<file path="src/hdl/mtw_pkg.sv">
// ----------------------------------------------------------------------------
// mtw_pkg: shared types and constants of the message timer wheel
// Holds the slot count, action and status codes and the command beat that
// travels from the front end to the back end.
// ----------------------------------------------------------------------------
`default_nettype none

package mtw_pkg;

  localparam int TIMER_SLOTS = 16;
  localparam int SLOT_W      = (TIMER_SLOTS > 1) ? $clog2(TIMER_SLOTS) : 1;
  localparam int MAX_RESULTS = 16;
  localparam int CNT_W       = $clog2(MAX_RESULTS + 1);

  // Action codes on the command port
  localparam logic [2:0] ACT_TICK         = 3'd0;
  localparam logic [2:0] ACT_START        = 3'd1;
  localparam logic [2:0] ACT_CANCEL_FIRST = 3'd2;
  localparam logic [2:0] ACT_CANCEL_ALL   = 3'd3;
  localparam logic [2:0] ACT_FLUSH        = 3'd4;
  localparam logic [2:0] ACT_QUERY_REM    = 3'd5;
  localparam logic [2:0] ACT_QUERY_PRES   = 3'd6;

  // Status codes of a completion
  localparam logic [1:0] ST_OK      = 2'd0;
  localparam logic [1:0] ST_STOPPED = 2'd1;
  localparam logic [1:0] ST_FULL    = 2'd2;

  // Result kinds
  localparam logic KIND_DONE    = 1'b0;
  localparam logic KIND_DELIVER = 1'b1;

  // Classified operation
  typedef enum logic [3:0] {
    OP_TICK,
    OP_START_ERR,
    OP_START_NOW,
    OP_START,
    OP_CANCEL_FIRST,
    OP_CANCEL_ALL,
    OP_FLUSH,
    OP_QUERY_REM,
    OP_QUERY_PRES,
    OP_NOP
  } op_t;

  typedef struct packed {
    op_t         op;
    logic [7:0]  pid;
    logic [15:0] mid;
    logic [31:0] arg;
    logic [31:0] delay;
    logic [31:0] period;
  } cmd_t;

endpackage

`default_nettype wire

</file>
<file path="src/hdl/message_timer_wheel.sv">
// ----------------------------------------------------------------------------
// message_timer_wheel: pool of message timers with in-order delivery
// Keeps 16 timers; ticks deliver due timers, commands arm, cancel and query.
// ----------------------------------------------------------------------------
// Usage:
//   A command beat is taken at a clock edge with start high and busy low.
//   A two-entry queue sits ahead of the executor, so busy rises only when
//   two commands wait behind the one in progress.
//   Each result shows for one cycle with result_valid high; last marks the
//   final result of a command. The receiver cannot stall results.
// Timing:
//   Start to a stopped target and unused codes: completion in the cycle after dequeue.
//   Immediate start: delivery then completion in consecutive cycles.
//   Other commands: one scan of the slots, then a finish step.
//   Tick: one scan per due timer plus a final scan, each followed by a finish
//   step; the timer store is scanned a single slot per cycle.
// Reset:
//   rst (synchronous) empties the queue, frees every timer and clears the
//   tick and rank counters.
// ----------------------------------------------------------------------------
`default_nettype none

module message_timer_wheel import mtw_pkg::*; (
  input  wire logic        clk,
  input  wire logic        rst,
  input  wire logic        start,
  output logic             busy,
  input  wire logic [2:0]  action,
  input  wire logic [7:0]  process_id,
  input  wire logic        target_running,
  input  wire logic [15:0] message_id,
  input  wire logic [31:0] arg_handle,
  input  wire logic [31:0] delay,
  input  wire logic [31:0] period,
  output logic             result_valid,
  output logic             kind,
  output logic [7:0]       out_process_id,
  output logic [15:0]      out_message_id,
  output logic [31:0]      out_arg_handle,
  output logic [1:0]       status,
  output logic [31:0]      remaining,
  output logic             found,
  output logic             last
);

  cmd_t q_data;
  logic q_valid;
  logic q_pop;

  // Take in and classify commands
  mtw_front u_front (
    .clk            (clk),
    .rst            (rst),
    .start          (start),
    .busy           (busy),
    .action         (action),
    .process_id     (process_id),
    .target_running (target_running),
    .message_id     (message_id),
    .arg_handle     (arg_handle),
    .delay          (delay),
    .period         (period),
    .q_data         (q_data),
    .q_valid        (q_valid),
    .q_pop          (q_pop)
  );

  // Execute against the timer pool
  mtw_back u_back (
    .clk            (clk),
    .rst            (rst),
    .q_data         (q_data),
    .q_valid        (q_valid),
    .q_pop          (q_pop),
    .result_valid   (result_valid),
    .kind           (kind),
    .out_process_id (out_process_id),
    .out_message_id (out_message_id),
    .out_arg_handle (out_arg_handle),
    .status         (status),
    .remaining      (remaining),
    .found          (found),
    .last           (last)
  );

endmodule

`default_nettype wire

</file>
<file path="src/hdl/mtw_front.sv">
// ----------------------------------------------------------------------------
// mtw_front: command intake and classification
// Accepts a command beat, classifies it and holds it in a two-entry queue
// until the back end takes it.
// ----------------------------------------------------------------------------
`default_nettype none

module mtw_front import mtw_pkg::*; (
  input  wire logic        clk,
  input  wire logic        rst,
  input  wire logic        start,
  output logic             busy,
  input  wire logic [2:0]  action,
  input  wire logic [7:0]  process_id,
  input  wire logic        target_running,
  input  wire logic [15:0] message_id,
  input  wire logic [31:0] arg_handle,
  input  wire logic [31:0] delay,
  input  wire logic [31:0] period,
  output cmd_t             q_data,
  output logic             q_valid,
  input  wire logic        q_pop
);

  cmd_t       fifo [2];
  logic       wr_ptr;
  logic       rd_ptr;
  logic [1:0] count;
  cmd_t       cls;
  logic       push;
  logic       pop;

  // Classify the incoming beat
  always_comb begin
    cls.pid    = process_id;
    cls.mid    = message_id;
    cls.arg    = arg_handle;
    cls.delay  = delay;
    cls.period = period;
    unique case (action)
      ACT_TICK:         cls.op = OP_TICK;
      ACT_START: begin
        if (!target_running)      cls.op = OP_START_ERR;
        else if (delay == 32'd0)  cls.op = OP_START_NOW;
        else                      cls.op = OP_START;
      end
      ACT_CANCEL_FIRST: cls.op = OP_CANCEL_FIRST;
      ACT_CANCEL_ALL:   cls.op = OP_CANCEL_ALL;
      ACT_FLUSH:        cls.op = OP_FLUSH;
      ACT_QUERY_REM:    cls.op = OP_QUERY_REM;
      ACT_QUERY_PRES:   cls.op = OP_QUERY_PRES;
      default:          cls.op = OP_NOP;
    endcase
  end

  assign busy    = (count == 2'd2);
  assign push    = start && !busy;
  assign q_valid = (count != 2'd0);
  assign pop     = q_pop && q_valid;
  assign q_data  = fifo[rd_ptr];

  // Hold queued beats
  always_ff @(posedge clk) begin
    if (push) begin
      fifo[wr_ptr] <= cls;
    end
  end

  // Advance pointers and count
  always_ff @(posedge clk) begin
    if (rst) begin
      wr_ptr <= 1'b0;
      rd_ptr <= 1'b0;
      count  <= 2'd0;
    end else begin
      if (push) wr_ptr <= !wr_ptr;
      if (pop)  rd_ptr <= !rd_ptr;
      count <= count + {1'b0, push} - {1'b0, pop};
    end
  end

endmodule

`default_nettype wire

</file>
<file path="src/hdl/mtw_back.sv">
// ----------------------------------------------------------------------------
// mtw_back: timer pool and command execution
// Holds the timer slots and scans them one slot per cycle to arm, match,
// cancel, query and deliver due timers in arming order.
// ----------------------------------------------------------------------------
`default_nettype none

module mtw_back import mtw_pkg::*; (
  input  wire logic        clk,
  input  wire logic        rst,
  input  wire cmd_t        q_data,
  input  wire logic        q_valid,
  output logic             q_pop,
  output logic             result_valid,
  output logic             kind,
  output logic [7:0]       out_process_id,
  output logic [15:0]      out_message_id,
  output logic [31:0]      out_arg_handle,
  output logic [1:0]       status,
  output logic [31:0]      remaining,
  output logic             found,
  output logic             last
);

  typedef enum logic [1:0] {S_IDLE, S_SCAN, S_FINISH, S_NOW_DONE} state_t;

  state_t                   state;
  cmd_t                     cmd;
  logic [SLOT_W-1:0]        idx;
  logic                     hit;
  logic                     any;
  logic [SLOT_W-1:0]        best_idx;
  logic [31:0]              best_age;
  logic [7:0]               best_pid;
  logic [15:0]              best_mid;
  logic [31:0]              best_arg;
  logic [31:0]              best_period;
  logic [31:0]              best_due;
  logic                     pend_valid;
  logic [7:0]               pend_pid;
  logic [15:0]              pend_mid;
  logic [31:0]              pend_arg;
  logic [CNT_W-1:0]         dcount;
  logic [31:0]              tick_count;
  logic [31:0]              rank_counter;
  logic [TIMER_SLOTS-1:0]   slot_valid;
  logic [7:0]               slot_process    [TIMER_SLOTS];
  logic [15:0]              slot_message    [TIMER_SLOTS];
  logic [31:0]              slot_arg        [TIMER_SLOTS];
  logic [31:0]              slot_period     [TIMER_SLOTS];
  logic [31:0]              slot_due        [TIMER_SLOTS];
  logic [31:0]              slot_fire_rank  [TIMER_SLOTS];
  logic [31:0]              slot_start_rank [TIMER_SLOTS];

  logic        sv;
  logic        pmatch;
  logic        mmatch;
  logic [31:0] rank_sel;
  logic [31:0] age;
  logic        cand;
  logic        take;
  logic        scan_end;

  assign q_pop = (state == S_IDLE);

  // Evaluate the slot under the scan pointer
  always_comb begin
    sv       = slot_valid[idx];
    pmatch   = (slot_process[idx] == cmd.pid);
    mmatch   = (slot_message[idx] == cmd.mid);
    rank_sel = (cmd.op == OP_TICK) ? slot_fire_rank[idx] : slot_start_rank[idx];
    age      = rank_counter - rank_sel;
    unique case (cmd.op)
      OP_TICK:         cand = sv && (slot_due[idx] == tick_count);
      OP_START:        cand = !sv;
      OP_CANCEL_FIRST,
      OP_CANCEL_ALL,
      OP_QUERY_REM,
      OP_QUERY_PRES:   cand = sv && pmatch && mmatch;
      OP_FLUSH:        cand = sv && pmatch;
      default:         cand = 1'b0;
    endcase
    take     = cand && (!hit || (cmd.op != OP_START && age > best_age));
    scan_end = (idx == SLOT_W'(TIMER_SLOTS - 1));
  end

  // Sequence commands, hold the pool and drive results
  always_ff @(posedge clk) begin
    if (rst) begin
      state        <= S_IDLE;
      result_valid <= 1'b0;
      tick_count   <= 32'd0;
      rank_counter <= 32'd0;
      slot_valid   <= '0;
      pend_valid   <= 1'b0;
      hit          <= 1'b0;
      any          <= 1'b0;
      dcount       <= '0;
      idx          <= '0;
    end else begin
      result_valid   <= 1'b0;
      kind           <= KIND_DONE;
      out_process_id <= 8'd0;
      out_message_id <= 16'd0;
      out_arg_handle <= 32'd0;
      status         <= ST_OK;
      remaining      <= 32'd0;
      found          <= 1'b0;
      last           <= 1'b1;
      unique case (state)
        S_IDLE: begin
          if (q_valid) begin
            cmd        <= q_data;
            idx        <= '0;
            hit        <= 1'b0;
            any        <= 1'b0;
            dcount     <= '0;
            pend_valid <= 1'b0;
            unique case (q_data.op)
              OP_TICK: begin
                tick_count <= tick_count + 32'd1;
                state      <= S_SCAN;
              end
              OP_START_ERR: begin
                result_valid <= 1'b1;
                status       <= ST_STOPPED;
              end
              OP_START_NOW: begin
                result_valid   <= 1'b1;
                kind           <= KIND_DELIVER;
                out_process_id <= q_data.pid;
                out_message_id <= q_data.mid;
                out_arg_handle <= q_data.arg;
                last           <= 1'b0;
                state          <= S_NOW_DONE;
              end
              OP_NOP: begin
                result_valid <= 1'b1;
              end
              default: state <= S_SCAN;
            endcase
          end
        end
        S_SCAN: begin
          if (take) begin
            hit         <= 1'b1;
            best_idx    <= idx;
            best_age    <= age;
            best_pid    <= slot_process[idx];
            best_mid    <= slot_message[idx];
            best_arg    <= slot_arg[idx];
            best_period <= slot_period[idx];
            best_due    <= slot_due[idx];
          end
          // drop every match of a bulk cancel as it is seen
          if (cand && (cmd.op == OP_CANCEL_ALL || cmd.op == OP_FLUSH)) begin
            slot_valid[idx] <= 1'b0;
            any             <= 1'b1;
          end
          if (scan_end) state <= S_FINISH;
          else          idx   <= idx + SLOT_W'(1);
        end
        S_FINISH: begin
          state <= S_IDLE;
          unique case (cmd.op)
            OP_TICK: begin
              if (hit) begin
                if (dcount < CNT_W'(MAX_RESULTS)) begin
                  // emit the held delivery, keep the new one back
                  if (pend_valid) begin
                    result_valid   <= 1'b1;
                    kind           <= KIND_DELIVER;
                    out_process_id <= pend_pid;
                    out_message_id <= pend_mid;
                    out_arg_handle <= pend_arg;
                    last           <= 1'b0;
                  end
                  pend_valid <= 1'b1;
                  pend_pid   <= best_pid;
                  pend_mid   <= best_mid;
                  pend_arg   <= best_arg;
                  dcount     <= dcount + CNT_W'(1);
                end
                if (best_period != 32'd0) begin
                  slot_due[best_idx]       <= tick_count + best_period;
                  slot_fire_rank[best_idx] <= rank_counter;
                  rank_counter             <= rank_counter + 32'd1;
                end else begin
                  slot_valid[best_idx] <= 1'b0;
                end
                idx   <= '0;
                hit   <= 1'b0;
                state <= S_SCAN;
              end else begin
                result_valid <= 1'b1;
                if (pend_valid) begin
                  kind           <= KIND_DELIVER;
                  out_process_id <= pend_pid;
                  out_message_id <= pend_mid;
                  out_arg_handle <= pend_arg;
                  pend_valid     <= 1'b0;
                end
              end
            end
            OP_START: begin
              result_valid <= 1'b1;
              if (hit) begin
                slot_valid[best_idx]      <= 1'b1;
                slot_process[best_idx]    <= cmd.pid;
                slot_message[best_idx]    <= cmd.mid;
                slot_arg[best_idx]        <= cmd.arg;
                slot_period[best_idx]     <= cmd.period;
                slot_due[best_idx]        <= tick_count + cmd.delay;
                slot_fire_rank[best_idx]  <= rank_counter;
                slot_start_rank[best_idx] <= rank_counter;
                rank_counter              <= rank_counter + 32'd1;
              end else begin
                status <= ST_FULL;
              end
            end
            OP_CANCEL_FIRST: begin
              result_valid <= 1'b1;
              found        <= hit;
              if (hit) slot_valid[best_idx] <= 1'b0;
            end
            OP_CANCEL_ALL, OP_FLUSH: begin
              result_valid <= 1'b1;
              found        <= any;
            end
            OP_QUERY_REM: begin
              result_valid <= 1'b1;
              found        <= hit;
              if (hit) remaining <= best_due - tick_count;
            end
            default: begin
              result_valid <= 1'b1;
              found        <= hit;
            end
          endcase
        end
        S_NOW_DONE: begin
          result_valid <= 1'b1;
          state        <= S_IDLE;
        end
        default: state <= S_IDLE;
      endcase
    end
  end

  // A delivery never carries completion status
  a_deliver_clean: assert property (@(posedge clk) disable iff (rst)
    result_valid && kind |-> status == ST_OK && !found && remaining == 32'd0)
    else $error("delivery with completion fields");

  // An immediate start closes with a completion right after its delivery
  a_now_pair: assert property (@(posedge clk) disable iff (rst)
    state == S_NOW_DONE |-> result_valid && kind && !last)
    else $error("immediate start without delivery");

  // An arming start occupies the chosen slot
  a_arm_slot: assert property (@(posedge clk) disable iff (rst)
    state == S_FINISH && cmd.op == OP_START && hit |=> slot_valid[$past(best_idx)])
    else $error("armed slot not valid");

  // Commands are taken only while idle
  a_pop_idle: assert property (@(posedge clk) disable iff (rst)
    state != S_IDLE |=> $stable(cmd))
    else $error("command changed mid-execution");

endmodule

`default_nettype wire
</file>
<file path="config.mk">
export PLATFORM = sky130hd
export DESIGN_NAME = message_timer_wheel
export DESIGN_NICKNAME = d
export VERILOG_FILES = /design/src/hdl/mtw_pkg.sv /design/src/hdl/message_timer_wheel.sv /design/src/hdl/mtw_front.sv /design/src/hdl/mtw_back.sv
export SDC_FILE = /design/constraint.sdc
export NUM_CORES = 2
export LEC_CHECK = 0
export ABC_AREA = 1
export BUFFER_PORTS_ARGS = -buffer_cell sky130_fd_sc_hd__buf_4
export CORE_ASPECT_RATIO = 1.4
export CORE_UTILIZATION = 30
export CTS_CLUSTER_SIZE = 30
export DETAILED_ROUTE_END_ITERATION = 7
export GPL_ROUTABILITY_DRIVEN = 0
export PLACE_DENSITY_LB_ADDON = 0.12
export SKIP_LAST_GASP = 1
export SYNTH_ARGS = -nofsm -noshare
export SYNTH_HDL_FRONTEND = slang
export SYNTH_HIERARCHICAL = 1
export SYNTH_SLANG_ARGS = --single-unit
</file>
<file path="constraint.sdc">
create_clock -name clk -period 24.3 [get_ports clk]
set_input_delay 3.645 -clock clk [delete_from_list [all_inputs] [get_ports clk]]
set_output_delay 3.645 -clock clk [all_outputs]
set_load 0.01 [all_outputs]
</file>
==> flow_metrics.py <==
metrics = {
    "pwr": {
        "intPower_mw": 11.5,
        "powerDensity_nw_per_um2": 93.6,
        "clkPwrFrac_pct": 37.1,
        "ir_drop_uv": 58.0,
        "switching_power_mw": 4.58,
        "power_leakage_nw": 56.3,
        "seq_power_share_pct": 47.1,
        "p_comb_share_pct": 15.9,
        "swShare_pct": 28.4,
    },
    "global_route": {
        "grt_antenna_before_repair": 16,
        "grt_util_met1_pct": 24.9,
        "grt_first_pass_wirelength_um": 705000,
        "grt_use_met3_pct": 1.77,
        "met2_usage_pct": 34.1,
        "grt_busiest_layer": "met2",
        "grt_util_all_layers_pct": 19.3,
        "overflow": 0,
        "grt_max_degree": 196,
        "first_global_vias": 95100,
    },
    "placed_design": {
        "io_buffers": 221,
        "hpwl_um": 273000,
        "dpl_cell_area_sq_um": 160000,
    },
    "yosys": {
        "seq_area_frac_synth_pct": 73.8,
        "muxShareOfSynthArea_pct": 1.32,
        "synth_compound_area_share_pct": 9.94,
        "synthCells": 11600,
        "synth_top_family_by_area": "simple AND/OR/NAND/NOR gates",
        "synthAdderAreaFrac_pct": 1.17,
        "synth_xor_xnor_area_share_pct": 0.443,
        "ys_seq_elements": 3725,
        "avgSynthCellArea_sq_um": 13.0,
        "ys_warn_count": 6,
        "synth_nets": 11900,
        "yosys.area_share.simple_pct": 10.0,
        "synth_area_sq_um": 150000,
        "ys_async_sr_fraction_pct": 0,
        "synth_edf_count": 3621,
        "ys_types": 66,
        "synthFlopType": "edfxtp_1",
    },
    "setup_path": {
        "r2r_end": "u_back/best_mid[8]",
        "worstPathArrival_ps": 11510,
        "endpoint_kind": "flip-flop",
        "cp.required_ps": 24870,
        "reg2reg_slack_ps": 13360,
        "max_stage_delay_ps": 720,
        "startpoint_type": "flip-flop",
        "worstPathMaxFanout": 195,
        "slowest_stage": "buf_4",
        "r2r_cells": 31,
        "worstSetupPathType": "reg -> reg",
    },
    "floorplanning": {
        "io_pins": 222,
        "die_y_um": 839,
        "die_area_sq_um": 504000,
        "start_util_pct": 30.1,
        "rows": 307,
        "core_sq_um": 499000,
        "fp.dieW_um": 600,
    },
    "finish": {
        "drive_above_1_share_pct": 10.6,
        "final_nets": 12100,
        "post-route-cell-area_sq_um": 172000,
        "area_growth_pct": 14.7,
        "n_fill_cell": 48500,
    },
    "sta": {
        "slew_headroom_pct": 10.8,
        "finalMaxSlewViolations": 0,
        "fin_crit_sh_pct": 45.0,
        "tightest_slew_ps": 1340,
        "final_hold_viol_count": 0,
        "setup_violations": 0,
        "rsz0062_at_grt": "no",
        "worst_clock_skew_ps": 91.4,
        "max_freq_mhz": 91.4,
        "period_needed_ps": 10940,
        "tns_ps": 0,
    },
    "clocking": {
        "cts_tree": "built",
        "postCtsHoldBufs": 0,
        "cts_resized": 0,
        "cts_made_buffers": 381,
        "cts.htree.levels": 5,
        "root_buffer": "clkbuf_16",
        "cts_setup_buffers": 0,
        "clk_path_buf_depth": 4,
        "insertion_delay_ps": 1030,
        "cts_sinks": 3725,
        "clkTransAtPathRegs_ps": 60,
    },
    "routing": {
        "drtPass1Iterations": 7,
        "drt_iter0_drc": 7703,
        "routed_wirelength_um": 497000,
        "drc_errors": 0,
        "ant_nets": 0,
        "vias_per_cell": 5.05,
        "wire_per_inst_um": 26.5,
        "num_vias": 94700,
    },
    "min_path": {
        "hold_path_class": "reg -> reg",
        "min_delay_path_depth": 0,
        "hp-start": "u_back/best_arg[27]",
        "hold_end": "u_back/pend_arg[27]",
    },
    "status": {
        "status": "finished, final reports clean",
    },
    "flow_run": {
        "max_cap_viol_count": 0,
    },
}
[placed cells by master (no fill, tap or decap), drive strengths merged, types with 5 or more instances in the layout]
master,count
o21ai,1527
edfxtp,3621
o22ai,332
o21a,19
a32o,25
nand3b,6
o21bai,6
a31oi,48
a21oi,242
inv,548
nand4,109
nor3,42
o31ai,5
clkbuf,466
xor2,50
or2,5
a21boi,16
diode,5
mux2,155
o221ai,193
buf,469
dfxtp,104
a211oi,18
o311ai,5
clkinv,163
clkinvlp,13
o211ai,122
bufinv,44
nor4,20
a21o,8
nor2,1855
a32oi,6
ha,136
xnor2,26
nand3,467
nand2,1194
nor3b,9
[cell type report]
class                      count  area, sq um  share of cell area, %
multi-input combinational   6671        34800                   20.2
clock inverter               228         2500                   1.45
inverter                     540         2090                   1.22
tap                         6643         8310                   4.83
timing repair buffer         469         3630                   2.11
sequential                  3725       111000                   64.3
clock buffer                 466        10000                   5.83
antenna                        5         12.5                0.00726
[power by group through the flow]
stage                     clock network (mW)  logic, mW  registers (mW)
after CTS                               6.13       2.60            7.60
after floorplan                            0       1.75            7.62
after global routing                    6.33       2.83            7.62
final                                   5.98       2.56            7.59
after detailed placement                   0       2.59            7.73
after global placement                     0       2.57            7.72
[metrics by stage]
stage	power, mW	hold WS, ps	utilization, %	setup slack [ps]	instances
global route	16.8	430	34.5	12660	18700
finish	16.1	411	34.5	13360	18700
floorplan	9.38	400	-	7080	11600
CTS	16.3	410	34.5	13340	18700
detailed placement	10.3	405	32.0	13340	18000
global placement	10.3	402	32.0	13220	18000
[worst max-delay path, delay by kind of cell (launching register included)]
family                   cells  cell delay (ps)
AO/OA/AOI/OAI               15             3690
XOR/XNOR                     1              170
adder cells (fa/ha/maj)      2              680
buffers and inverters        8             3630
flip-flops                   1              560
AND/OR/NAND/NOR              5             1170
[worst max path at each step]
| stage | slack, ps | endpoint | cells after the start | start |
|---|---|---|---|---|
| 3_3_place_gp | 13220 | u_back/best_mid[12] | 31 | flip-flop |
| 4_1_cts | 13340 | u_back/best_mid[8] | 31 | flip-flop |
| 5_1_grt | 12660 | u_back/best_mid[11] | 31 | flip-flop |
| 2_1_floorplan | 7080 | u_back/best_age[0] | 34 | flip-flop |
| 3_5_place_dp | 13340 | u_back/best_mid[8] | 31 | flip-flop |
| 6_report | 13360 | u_back/best_mid[8] | 31 | flip-flop |
[layer usage]
layer	share of wire [%]	vias to the layer above
met5	0	-
met4	2.9	0
met3	3.8	648
met1	43	48900
met2	50	2326
li1	-	42800
[registers in the layout, summed over array words and instances (netlist names), 16 cells and up, named ones only]
name	flops
u_back/rank_counter	32
u_back/slot_period	512
u_back/slot_arg	512
u_back/slot_fire_rank	512
u_back/best_period	32
u_back/best_arg	32
u_back/best_age	32
u_back/remaining	32
u_back/slot_start_rank	512
u_back/tick_count	32
u_back/pend_mid	16
u_back/out_arg_handle	32
u_back/slot_due	512
u_front/fifo	248
u_back/best_due	32
u_back/cmd	124
u_back/out_message_id	16
u_back/best_mid	16
u_back/slot_message	256
u_back/pend_arg	32
u_back/slot_process	128
[cell usage after synthesis, types with 18 or more instances]
master	instances	area share, %
buf_6	30	0.22
buf_1	55	0.14
nand4_1	109	0.45
a211oi_1	18	0.090
inv_1	531	1.3
o21ai_1	84	0.28
dfxtp_1	104	1.4
buf_4	26	0.13
a21oi_1	237	0.79
o22ai_1	332	1.4
o211ai_1	112	0.56
xor2_1	50	0.29
nor4_1	20	0.083
clkbuf_1	441	1.1
a32o_1	25	0.17
nor3_1	41	0.14
nand2_1	1192	3.0
o21ai_0	1442	4.8
o221ai_1	193	1.1
ha_1	136	1.1
edfxtp_1	3621	72
nor2_1	1848	4.6
mux2_4	60	0.60
xnor2_1	26	0.15
nand3_1	455	1.5
buf_2	112	0.37
o21a_1	19	0.095
mux2_2	95	0.71
a31oi_1	48	0.20
[kinds of logic (layout without fill, tap and decap cells)]
kind of cell / count (synthesis) / in the layout
DFF: 3725 / 3725
adders and majority gates: 139 / 139
muxes: 156 / 156
xor gates and xnor gates: 76 / 76
other: 0 / 5
AOI/OAI and AO/OA: 2588 / 2588
and+or+nand+nor: 3712 / 3712
buffers and inverters: 1204 / 1703
(Power assumes the default switching activity.)
